--- src/rtl/icph_pkg.sv ---
// Shared types, kind codes and constants for the internet checksum block.
// No dependencies; used by every module under rtl.
package icph_pkg;

   localparam int WORD_BITS = 16;
   localparam int COUNT_BITS_DEF = 16;

   typedef logic [WORD_BITS-1:0] word_type;
   typedef logic [7:0]           byte_type;
   typedef logic [1:0]           kind_type;

   localparam kind_type KIND_IP  = 2'd0;
   localparam kind_type KIND_UDP = 2'd1;
   localparam kind_type KIND_TCP = 2'd2;

   localparam word_type PROTO_UDP  = 16'd17;
   localparam word_type PROTO_TCP  = 16'd6;
   localparam word_type LEN_OFFSET = 16'd8;

   // One accepted byte as held in the input register.
   typedef struct packed {
      byte_type data_byte;
      logic     last_byte;
      kind_type kind;
   } item_type;

endpackage

--- src/rtl/icph_in_stage.sv ---
// Input register of the checksum block: captures one beat per cycle while it is empty or its held beat is taken.
// Depends on icph_pkg.
module icph_in_stage (
   input  logic              clock,
   input  logic              reset,
   input  logic              req_tvalid,
   output logic              req_tready,
   input  icph_pkg::item_type req_item,
   input  logic              take,
   output logic              held_valid,
   output icph_pkg::item_type held_item
);

   logic               valid_ff, valid_in;
   icph_pkg::item_type item_ff, item_in;
   logic               fire;

   assign req_tready = !valid_ff || take;
   assign fire       = req_tvalid && req_tready;

   always_comb begin
      valid_in = valid_ff;
      item_in  = item_ff;
      if (fire) begin
         valid_in = 1'b1;
         item_in  = req_item;
      end else if (take) begin
         valid_in = 1'b0;
      end
   end

   always_ff @(posedge clock) begin
      if (reset) begin
         valid_ff <= 1'b0;
      end else begin
         valid_ff <= valid_in;
      end
   end

   always_ff @(posedge clock) begin
      item_ff <= item_in;
   end

   assign held_valid = valid_ff;
   assign held_item  = item_ff;

   // A held beat that is not taken stays put.
   a_hold: assert property (@(posedge clock) disable iff (reset)
      valid_ff && !take |=> valid_ff && $stable(item_ff))
      else $error("input register lost or changed a held beat");

   // An accepted beat is held in the next cycle.
   a_fill: assert property (@(posedge clock) disable iff (reset)
      fire |=> valid_ff)
      else $error("accepted beat not held");

endmodule

--- src/rtl/icph_sum.sv ---
// Running ones' complement sum, pseudo-header completion and result register.
// Depends on icph_pkg.
module icph_sum #(
   parameter int COUNT_BITS = icph_pkg::COUNT_BITS_DEF
) (
   input  logic               clock,
   input  logic               reset,
   input  logic               held_valid,
   input  icph_pkg::item_type held_item,
   output logic               take,
   output logic               rsp_tvalid,
   input  logic               rsp_tready,
   output icph_pkg::word_type rsp_checksum
);

   icph_pkg::word_type acc_ff, acc_in;
   logic               odd_ff, odd_in;
   logic [COUNT_BITS-1:0] count_ff, count_in, count_next;
   logic               out_valid_ff, out_valid_in;
   icph_pkg::word_type checksum_ff, checksum_in;

   icph_pkg::word_type word;
   icph_pkg::word_type proto;
   icph_pkg::word_type len;
   logic [16:0]        run_sum;
   icph_pkg::word_type run_fold;
   logic [17:0]        total;
   logic [16:0]        fold1;
   icph_pkg::word_type fold2;
   logic               out_free;
   logic               is_last;

   assign out_free = !out_valid_ff || rsp_tready;
   assign is_last  = held_item.last_byte;
   // Advance a non-final byte always; a final byte only when the result slot frees.
   assign take     = held_valid && (!is_last || out_free);

   // Pair bytes big-endian: even positions go high.
   assign word = odd_ff ? {8'h00, held_item.data_byte} : {held_item.data_byte, 8'h00};

   assign count_next = count_ff + 1'b1;
   assign len        = icph_pkg::word_type'(count_next) - icph_pkg::LEN_OFFSET;

   always_comb begin
      unique case (held_item.kind)
         icph_pkg::KIND_UDP: proto = icph_pkg::PROTO_UDP;
         icph_pkg::KIND_TCP: proto = icph_pkg::PROTO_TCP;
         default:            proto = '0;
      endcase
   end

   assign run_sum  = {1'b0, acc_ff} + {1'b0, word};
   assign run_fold = run_sum[15:0] + {15'd0, run_sum[16]};

   // Four-operand sum folded twice equals the chain of end-around adds.
   assign total = {2'b00, acc_ff} + {2'b00, word}
                + ((proto != '0) ? {2'b00, proto} + {2'b00, len} : 18'd0);
   assign fold1 = {1'b0, total[15:0]} + {15'd0, total[17:16]};
   assign fold2 = fold1[15:0] + {15'd0, fold1[16]};

   always_comb begin
      acc_in       = acc_ff;
      odd_in       = odd_ff;
      count_in     = count_ff;
      out_valid_in = out_valid_ff && !rsp_tready;
      checksum_in  = checksum_ff;
      if (take) begin
         if (is_last) begin
            acc_in       = '0;
            odd_in       = 1'b0;
            count_in     = '0;
            out_valid_in = 1'b1;
            checksum_in  = ~fold2;
         end else begin
            acc_in   = run_fold;
            odd_in   = !odd_ff;
            count_in = count_next;
         end
      end
   end

   always_ff @(posedge clock) begin
      if (reset) begin
         acc_ff       <= '0;
         odd_ff       <= 1'b0;
         count_ff     <= '0;
         out_valid_ff <= 1'b0;
      end else begin
         acc_ff       <= acc_in;
         odd_ff       <= odd_in;
         count_ff     <= count_in;
         out_valid_ff <= out_valid_in;
      end
   end

   always_ff @(posedge clock) begin
      checksum_ff <= checksum_in;
   end

   assign rsp_tvalid   = out_valid_ff;
   assign rsp_checksum = checksum_ff;

   // A final byte never overwrites a result that is still waiting.
   a_no_overwrite: assert property (@(posedge clock) disable iff (reset)
      take && is_last |-> !out_valid_ff || rsp_tready)
      else $error("final byte taken while result slot busy");

   // A final byte shows a result in the next cycle.
   a_result: assert property (@(posedge clock) disable iff (reset)
      take && is_last |=> out_valid_ff)
      else $error("final byte gave no result");

   // A final byte clears the running state.
   a_clear: assert property (@(posedge clock) disable iff (reset)
      take && is_last |=> acc_ff == '0 && !odd_ff && count_ff == '0)
      else $error("running state not cleared after final byte");

endmodule

--- src/rtl/internet_checksum_pseudo_header.sv ---
// Internet checksum with UDP/TCP pseudo-header completion, one byte per beat.
// A final byte's checksum reaches rsp via the input register, then the result register.
// 1 byte per cycle unless a final byte waits; the running sum is one 16-bit end-around add.
// A waiting result stalls only a final byte; the bytes behind that final byte wait with it.
// Reset (synchronous, active high) clears sum, byte position, count, valids.
module internet_checksum_pseudo_header #(
   parameter int COUNT_BITS = icph_pkg::COUNT_BITS_DEF
) (
   input  logic        clock,
   input  logic        reset,
   input  logic        req_tvalid,
   output logic        req_tready,
   input  logic [7:0]  req_tdata,   // [7:0] data_byte
   input  logic        req_tlast,   // last_byte
   input  logic [1:0]  req_tuser,   // [1:0] kind
   output logic        rsp_tvalid,
   input  logic        rsp_tready,
   output logic [15:0] rsp_tdata    // [15:0] checksum
);

   icph_pkg::item_type req_item;
   icph_pkg::item_type held_item;
   logic               held_valid;
   logic               take;

   // Gather the beat's fields into one item.
   assign req_item.data_byte = req_tdata;
   assign req_item.last_byte = req_tlast;
   assign req_item.kind      = req_tuser;

   // Input register: hold one beat until the sum stage takes it.
   icph_in_stage u_in (
      .clock      (clock),
      .reset      (reset),
      .req_tvalid (req_tvalid),
      .req_tready (req_tready),
      .req_item   (req_item),
      .take       (take),
      .held_valid (held_valid),
      .held_item  (held_item)
   );

   // Sum stage: advance the running sum, or on a final byte add its word and,
   // for UDP or TCP, the pseudo-header words, then fold and load the result register.
   icph_sum #(
      .COUNT_BITS (COUNT_BITS)
   ) u_sum (
      .clock        (clock),
      .reset        (reset),
      .held_valid   (held_valid),
      .held_item    (held_item),
      .take         (take),
      .rsp_tvalid   (rsp_tvalid),
      .rsp_tready   (rsp_tready),
      .rsp_checksum (rsp_tdata)
   );

endmodule
--- config.mk ---
export PLATFORM = sky130hd
export DESIGN_NAME = internet_checksum_pseudo_header
export DESIGN_NICKNAME = d
export VERILOG_FILES = /design/src/rtl/icph_pkg.sv /design/src/rtl/icph_in_stage.sv /design/src/rtl/icph_sum.sv /design/src/rtl/internet_checksum_pseudo_header.sv
export SDC_FILE = /design/constraint.sdc
export NUM_CORES = 1
export LEC_CHECK = 0
export BUFFER_PORTS_ARGS = -buffer_cell sky130_fd_sc_hd__buf_2
export CORE_MARGIN = 1
export CORE_UTILIZATION = 65
export CTS_CLUSTER_DIAMETER = 150
export DETAILED_ROUTE_END_ITERATION = 8
export PLACE_DENSITY = 0.91
export SLEW_MARGIN = 20
export SYNTH_ARGS = -nofsm -noshare
export SYNTH_HDL_FRONTEND = slang
export SYNTH_SLANG_ARGS = --single-unit
--- constraint.sdc ---
create_clock -name clock -period 23.6 [get_ports clock]
set_input_delay 2.36 -clock clock [delete_from_list [all_inputs] [get_ports clock]]
set_output_delay 2.36 -clock clock [all_outputs]
set_load 0.005 [all_outputs]
# After elaboration in Yosys (flattened, before gate mapping)
# Index checks and enable logic that the tools add are counted.
[totals] regBits=62 inputBits=15 out_inout_bits=18 wordCells=45
[op_classes] n_addsub=9 n_eq_ne=2 n_mux=10 n_bitwise=1 reduce_logical=14
[ops] operator="$mux W16" n=3
[ops] operator="$add A16 B16 Y17" n=2
[ops] operator="$add A16 B1 Y16" n=2
[ops] operator="$add A18 B18 Y18" n=1
[ops] operator="$mux W18" n=1
[ops] operator="$add A16 B2 Y17" n=1
[ops] operator="$add A5 B16 Y17" n=1
[ops] operator="$add A16 B1 Y16 const B" n=1
[ops] operator="$not A16 Y16" n=1
[ops] operator="$reduce_bool A16 Y1" n=1
[ops] operator="$sub A16 B4 Y16 const B" n=1
[ops] operator="$pmux W5 S2" n=1
[ops] operator="$logic_not A1 Y1" n=5
[ops] operator="$mux W1" n=5
[ops] operator="$logic_and A1 B1 Y1" n=3
[ops] operator="$logic_or A1 B1 Y1" n=3
[ops] operator="$eq A2 B1 Y1 const B" n=1
[ops] operator="$eq A2 B2 Y1 const B" n=1
[ops] operator="$reduce_and A2 Y1" n=1
[ops] operator="$reduce_bool A2 Y1" n=1

# Depth between registers and ports, before layout
[logic_depth] word_depth=8 ltp_mapped=39 depth_no_buf=38

# Cells and area by module
# A second synthesis with hierarchy kept.
[unflattened] hier_cells=713 area_unflattened_um2=6234.7
[by_module_without_submodules] mod="icph_sum" instances=1 cells_each=697 area_per_inst_um2=5849.4 seq_area_each_um2=1161.1
[by_module_without_submodules] mod="icph_in_stage" instances=1 cells_each=16 area_per_inst_um2=385.4 seq_area_each_um2=350.3

# Least setup slack after synthesis
# OpenSTA, ideal clock, no wires.
[synth_path] path_kind="register to register" start="register u_sum.count_ff[0]" end="register u_sum.checksum_ff[13], in the netlist u_sum.rsp_checksum[13] (data pin)" setup_ps=268 arrival_time_ps=7196 t_required_ps=23332 slack_ps=16137 path_stages_with_launch=38 n_path_buf=2 synth_period_minus_slack_ps=7463 cell_sequence="dfxtp_1 -> ha_1 -> clkbuf_1 -> nand2b_1 -> or2_2 -> o21ai_0 -> xor2_1 -> ha_1 -> a21oi_1 -> nor2b_1 -> o21ai_1 -> o31a_1 -> o221ai_1 -> nor3b_1 -> ha_1 -> nand3_1 -> o211ai_1 -> or3_1 -> [... 2 more ...] -> o21ai_0 -> nand2b_1 -> a21oi_1 -> xnor2_1 -> ha_1 -> fa_1 -> nand2_1 -> or3_1 -> buf_6 -> and4bb_2 -> and3_1 -> ha_1 -> and3_1 -> nand3_1 -> nand3b_2 -> a2111oi_4 -> nand2_2 -> xnor3_1"
[synth_between] elab_chain_len=8
[synth_rtl] element="start, declared" line="icph_sum.sv:18" text="logic [COUNT_BITS-1:0] count_ff, count_in, count_next;"
[synth_rtl] element="start signal, assigned" line="icph_sum.sv:91" text="count_ff <= count_in;"
[synth_rtl] element="$add A16 B1 Y16" line="icph_sum.sv:41" text="assign count_next = count_ff + 1'b1;"
[synth_rtl] element="$sub A16 B4 Y16" line="icph_sum.sv:42" text="assign len = icph_pkg::word_type'(count_next) - icph_pkg::LEN_OFFSET;"
[synth_rtl] element="$add A5 B16 Y17" line="icph_sum.sv:57" text="+ ((proto != '0) ? {2'b00, proto} + {2'b00, len} : 18'd0);"
[synth_rtl] element="$mux W18" line="icph_sum.sv:57"
[synth_rtl] element="$add A18 B18 Y18" line="icph_sum.sv:57"
[synth_rtl] element="$add A16 B2 Y17" line="icph_sum.sv:58" text="assign fold1 = {1'b0, total[15:0]} + {15'd0, total[17:16]};"
[synth_rtl] element="$add A16 B1 Y16" line="icph_sum.sv:59" text="assign fold2 = fold1[15:0] + {15'd0, fold1[16]};"
[synth_rtl] element="$not A16 Y16" line="icph_sum.sv:73" text="checksum_in = ~fold2;"
[synth_rtl] element="end signal, assigned" line="icph_sum.sv:97" text="checksum_ff <= checksum_in;"
[synth_rtl] element="end, declared" line="icph_sum.sv:20" text="icph_pkg::word_type checksum_ff, checksum_in;"
# No other way between the ends.
# A chain may end at the register's enable or synchronous reset.

# Worst setup path after layout
# Ends and elaborated chain as after synthesis.

==> metrics.md <==
| Metric | Value |
|---|---|
| Global-route met2 utilization | `0.537` |
| Half-perimeter wire length of the detailed placement result | `10.9 mm` |
| Number of resized instances in the post-cts repair step | `0` |
| Kind of end point of the critical path | `flip-flop` |
| Core footprint | `8720 um^2` |
| Via count of the first global-routing pass | `5,151` |
| Largest incremental delay on the critical path | `0.58 ns` |
| Final hold viol count | `0` |
| Largest buffer count on any clock path | `2` |
| Commonest register cell after synthesis | `sky130_fd_sc_hd__dfxtp_1` |
| Sequential share of the synthesized area | `0.258` |
| Row cnt | `34` |
| CTS tree | `done` |
| Cts-stage hold buffer count | `0` |
| Net count reported at finish | `777` |
| Final Routed Wirelength | `~14 mm` |
| All-layer global routing usage | `0.306` |
| Die boundary width | `a little under 100 um` |
| Final cycle utilization of the critical path | `0.362` |
| Routed via count | `about 5,300` |
| Cell type of the slowest stage on the worst timing path | `sky130_fd_sc_hd__or3_1` |
| Yosys Warn Count | `0` |
| M3 GR Usage | `0.0397` |
| Critical path class | `reg -> reg` |
| Power share of the combinational group | `0.316` |
| EDFF count, synth | `27` |
| Ratio of total power to cell area | `about 54 nW/um^2` |
| Peak fanout along the critical path | `10` |
| Worst relative slew slack | `0.361` |
| DRT antenna net count | `0` |
| Least-Margin Pin Slew | `0.955 ns` |
| H-tree lvl count | `3` |
| Req. time, crit path | `roughly 24 ns` |
| Die span in y | `97.0 um` |
| Clk network pwr share | `0.327` |
| Setup repair after global routing missed its margin | `no` |
| Number of buffer cells added on primary ports | `32` |
| Initial Utilization | `0.673` |
| Finished Core Util | `0.721` |
| Proportion of netlist area held by the largest area contributor | `0.138` |
| Clock tree root buffer cell | `sky130_fd_sc_hd__clkbuf_8` |
| Worst hold slack across all endpoints | `0.476 ns` |
| Antenna violations before repair | `0` |
| Leading cell type in the layout, fill and taps excluded | `sky130_fd_sc_hd__nor2_1` |
| Switching power share of the total | `0.339` |
| Post-Synthesis Mean Instance Area | `8.45 um^2` |
| Data arrival, critical path | `8.64 ns` |
| Wire length per cell after detailed routing | `around 17 um` |
| Area of the mapped netlist | `5870 um^2` |
| Most heavily used metal layer in global routing | `met2` |
| Biggest area contributors in the synthesized netlist | `sky130_fd_sc_hd__edfxtp_1, sky130_fd_sc_hd__dfxtp_1, sky130_fd_sc_hd__ha_1, sky130_fd_sc_hd__xnor2_1, sky130_fd_sc_hd__nor2_1` |
| Worst clock skew | `0.00664 ns` |
| Time the worst path needs with I/O delays and setup | `8.54 ns` |
| Number of diodes added for antenna fixing | `0` |
| Flip-flop and latch count after synthesis | `62` |
| Most prevalent standard cell on the critical path | `sky130_fd_sc_hd__ha_1` |
| VDD IR-drop max | `~0.031 mV` |
| Clock-pin slew on the worst setup and hold paths | `0.08 ns` |
| First-pass GRT wire length | `23.7 mm` |
| Filler cell count in the final layout | `637` |
| Cells after Synth | `695` |
| Syn_nets | `760` |
| Clock latency on the worst-skew pair | `0.35 ns` |
| Total Power Consumption | `0.337 mW` |
| Seq pwr share | `0.358` |
| Number of distinct standard cells referenced by the synthesized netlist | `81` |
| Number of CTS-inserted buffers | `9` |
| Max-slew violation total from the final report | `0` |
| # DRC | `0` |
| Iter 0 DRT Violations | `362` |
| Via density per instance | `roughly 6.5` |
| Pin count of the biggest net entering global routing | `32` |
| Type of element launching the critical path | `flip-flop` |
| P_leak | `between 2 and 3 nW` |
| Cell type with the largest total area after synthesis | `sky130_fd_sc_hd__edfxtp_1` |
| Pint | `0.223 mW` |
| Async set-or-reset flop fraction in the synthesized netlist | `0` |
| Maximum clock frequency | `between 100 and 150 MHz` |
| GRT overflow | `0` |
| Number of maximum-capacitance constraint violations | `0` |
| Number of optimization iterations in the first detailed-route pass | `7` |
| Result of the run | `finished, final reports clean` |
| Gp weighted congestion | `roughly 0.90` |
| Psw | `0.114 mW` |
| Number of top-level pins | `33` |
| Layout cell share with drive strength beyond 1 | `0.103` |
| Buffers inserted during post-CTS setup optimization | `0` |
| Path category of the worst min-delay check | `reg -> reg` |
| Clock sink total | `62` |
| Most frequent cells in the layout | `sky130_fd_sc_hd__nor2_1, sky130_fd_sc_hd__xnor2_1, sky130_fd_sc_hd__ha_1, sky130_fd_sc_hd__a21oi_1, sky130_fd_sc_hd__dfxtp_1` |
| Die footprint | `9410 um^2` |
| Area growth, synth to finish | `7.14%` |
| Met1 routing resource usage after global routing | `0.379` |
| Number of setup violations in the final report | `0` |
| Aggregate negative setup slack | `0 ns` |
## path summary, 6_finish.rpt
| kind | to | slack, ns | depth (start not counted) | start |
|---|---|---|---|---|
| worst min register to register | u_sum.acc_ff[15] | 0.48 | 2 | u_sum.acc_ff[15] |
| worst max register to register | u_sum.rsp_checksum[13] | 15.06 | 35 | u_sum.count_ff[0] |
| worst max-delay path | u_sum.rsp_checksum[13] | 15.06 | 35 | u_sum.count_ff[0] |
| worst min-delay path | u_sum.acc_ff[15] | 0.48 | 2 | u_sum.acc_ff[15] |
## sequential cells by signal, indices dropped and copies added (netlist names)
signal,count
u_sum.acc_ff,16
u_sum.count_ff,16
u_sum.rsp_checksum,16
u_in.held_item,11
u_in.held_valid,1
u_sum.odd_ff,1
u_sum.rsp_tvalid,1
## cells by family (layout without fill, tap and decap cells)
group	Yosys count	in the layout	share of synthesized area
flip-flops	62	62	0.258
buffers and inverters	52	74	0.0371
XOR/XNOR	85	85	0.133
AND/OR/NAND/NOR	271	271	0.245
adder cells (fa/ha/maj)	50	50	0.112
multiplexers	7	7	0.0124
AO/OA/AOI/OAI	168	168	0.203
## critical path: cells and delay by family, from the launching register on
family          cells  cell delay [ns]
compound gates     11             2.07
xor+xnor            3             0.61
flops               1             0.37
fa+ha+maj           6             1.67
simple gates       15             3.58
## layer usage
layer	vias up	part of all wire	wire length [um]
li1	2581	-	-
met1	2506	0.43	6140
met2	206	0.50	7170
met3	38	0.049	694
met4	0	0.018	253
met5	-	0	0
## power by group through the flow
stage          clock network (mW)  logic, mW  registers (mW)
2_1_floorplan                   0     0.0806           0.122
3_3_place_gp                    0     0.0995           0.123
3_5_place_dp                    0      0.103           0.123
4_1_cts                     0.111      0.105           0.121
5_1_grt                     0.116      0.116           0.121
6_report                    0.110      0.106           0.121
## cell usage after synthesis (5+ instances only)
cell type                  instances
sky130_fd_sc_hd__ha_1             46
sky130_fd_sc_hd__xor2_1           30
sky130_fd_sc_hd__o21ai_1           6
sky130_fd_sc_hd__dfxtp_1          35
sky130_fd_sc_hd__nor3_1           16
sky130_fd_sc_hd__a21oi_1          40
sky130_fd_sc_hd__or3_1             6
sky130_fd_sc_hd__nor4_1            5
sky130_fd_sc_hd__a211oi_1         10
sky130_fd_sc_hd__nand4_1           9
sky130_fd_sc_hd__o211ai_1          5
sky130_fd_sc_hd__a22oi_1          14
sky130_fd_sc_hd__a22o_1            6
sky130_fd_sc_hd__o21a_1            5
sky130_fd_sc_hd__nand2b_1          9
sky130_fd_sc_hd__edfxtp_1         27
sky130_fd_sc_hd__inv_1            25
sky130_fd_sc_hd__nand2_1          33
sky130_fd_sc_hd__and2_1           20
sky130_fd_sc_hd__buf_2             6
sky130_fd_sc_hd__nor2b_1          17
sky130_fd_sc_hd__and3_1           15
sky130_fd_sc_hd__nor2_1           84
sky130_fd_sc_hd__xnor2_1          52
sky130_fd_sc_hd__a31oi_1           5
sky130_fd_sc_hd__nand3_1          27
sky130_fd_sc_hd__mux2i_1           5
sky130_fd_sc_hd__a21o_1           15
sky130_fd_sc_hd__o21ai_0          22
sky130_fd_sc_hd__clkbuf_1         18
## area by class of cell
class / count / area, um^2 / share of cell area
clock buffers: 11 / 174 / 0.0277
clock inverters: 5 / 60.1 / 0.00955
inverters: 25 / 93.8 / 0.0149
repair buffers: 33 / 168 / 0.0267
flip-flops and latches: 62 / 1510 / 0.240
well taps: 108 / 135 / 0.0215
multi-input cells: 581 / 4150 / 0.659
## through the flow
stage / area, um^2 / cells / worst slack [ns]
final: 6290 / 825 / 15.06
after floorplan: 5870 / 695 / 16.14
after CTS: 6280 / 825 / 15.11
after global routing: 6290 / 825 / 14.41
after global placement: 6050 / 809 / 15.55
after detailed placement: 6050 / 809 / 15.16
(Power assumes the default switching activity.)
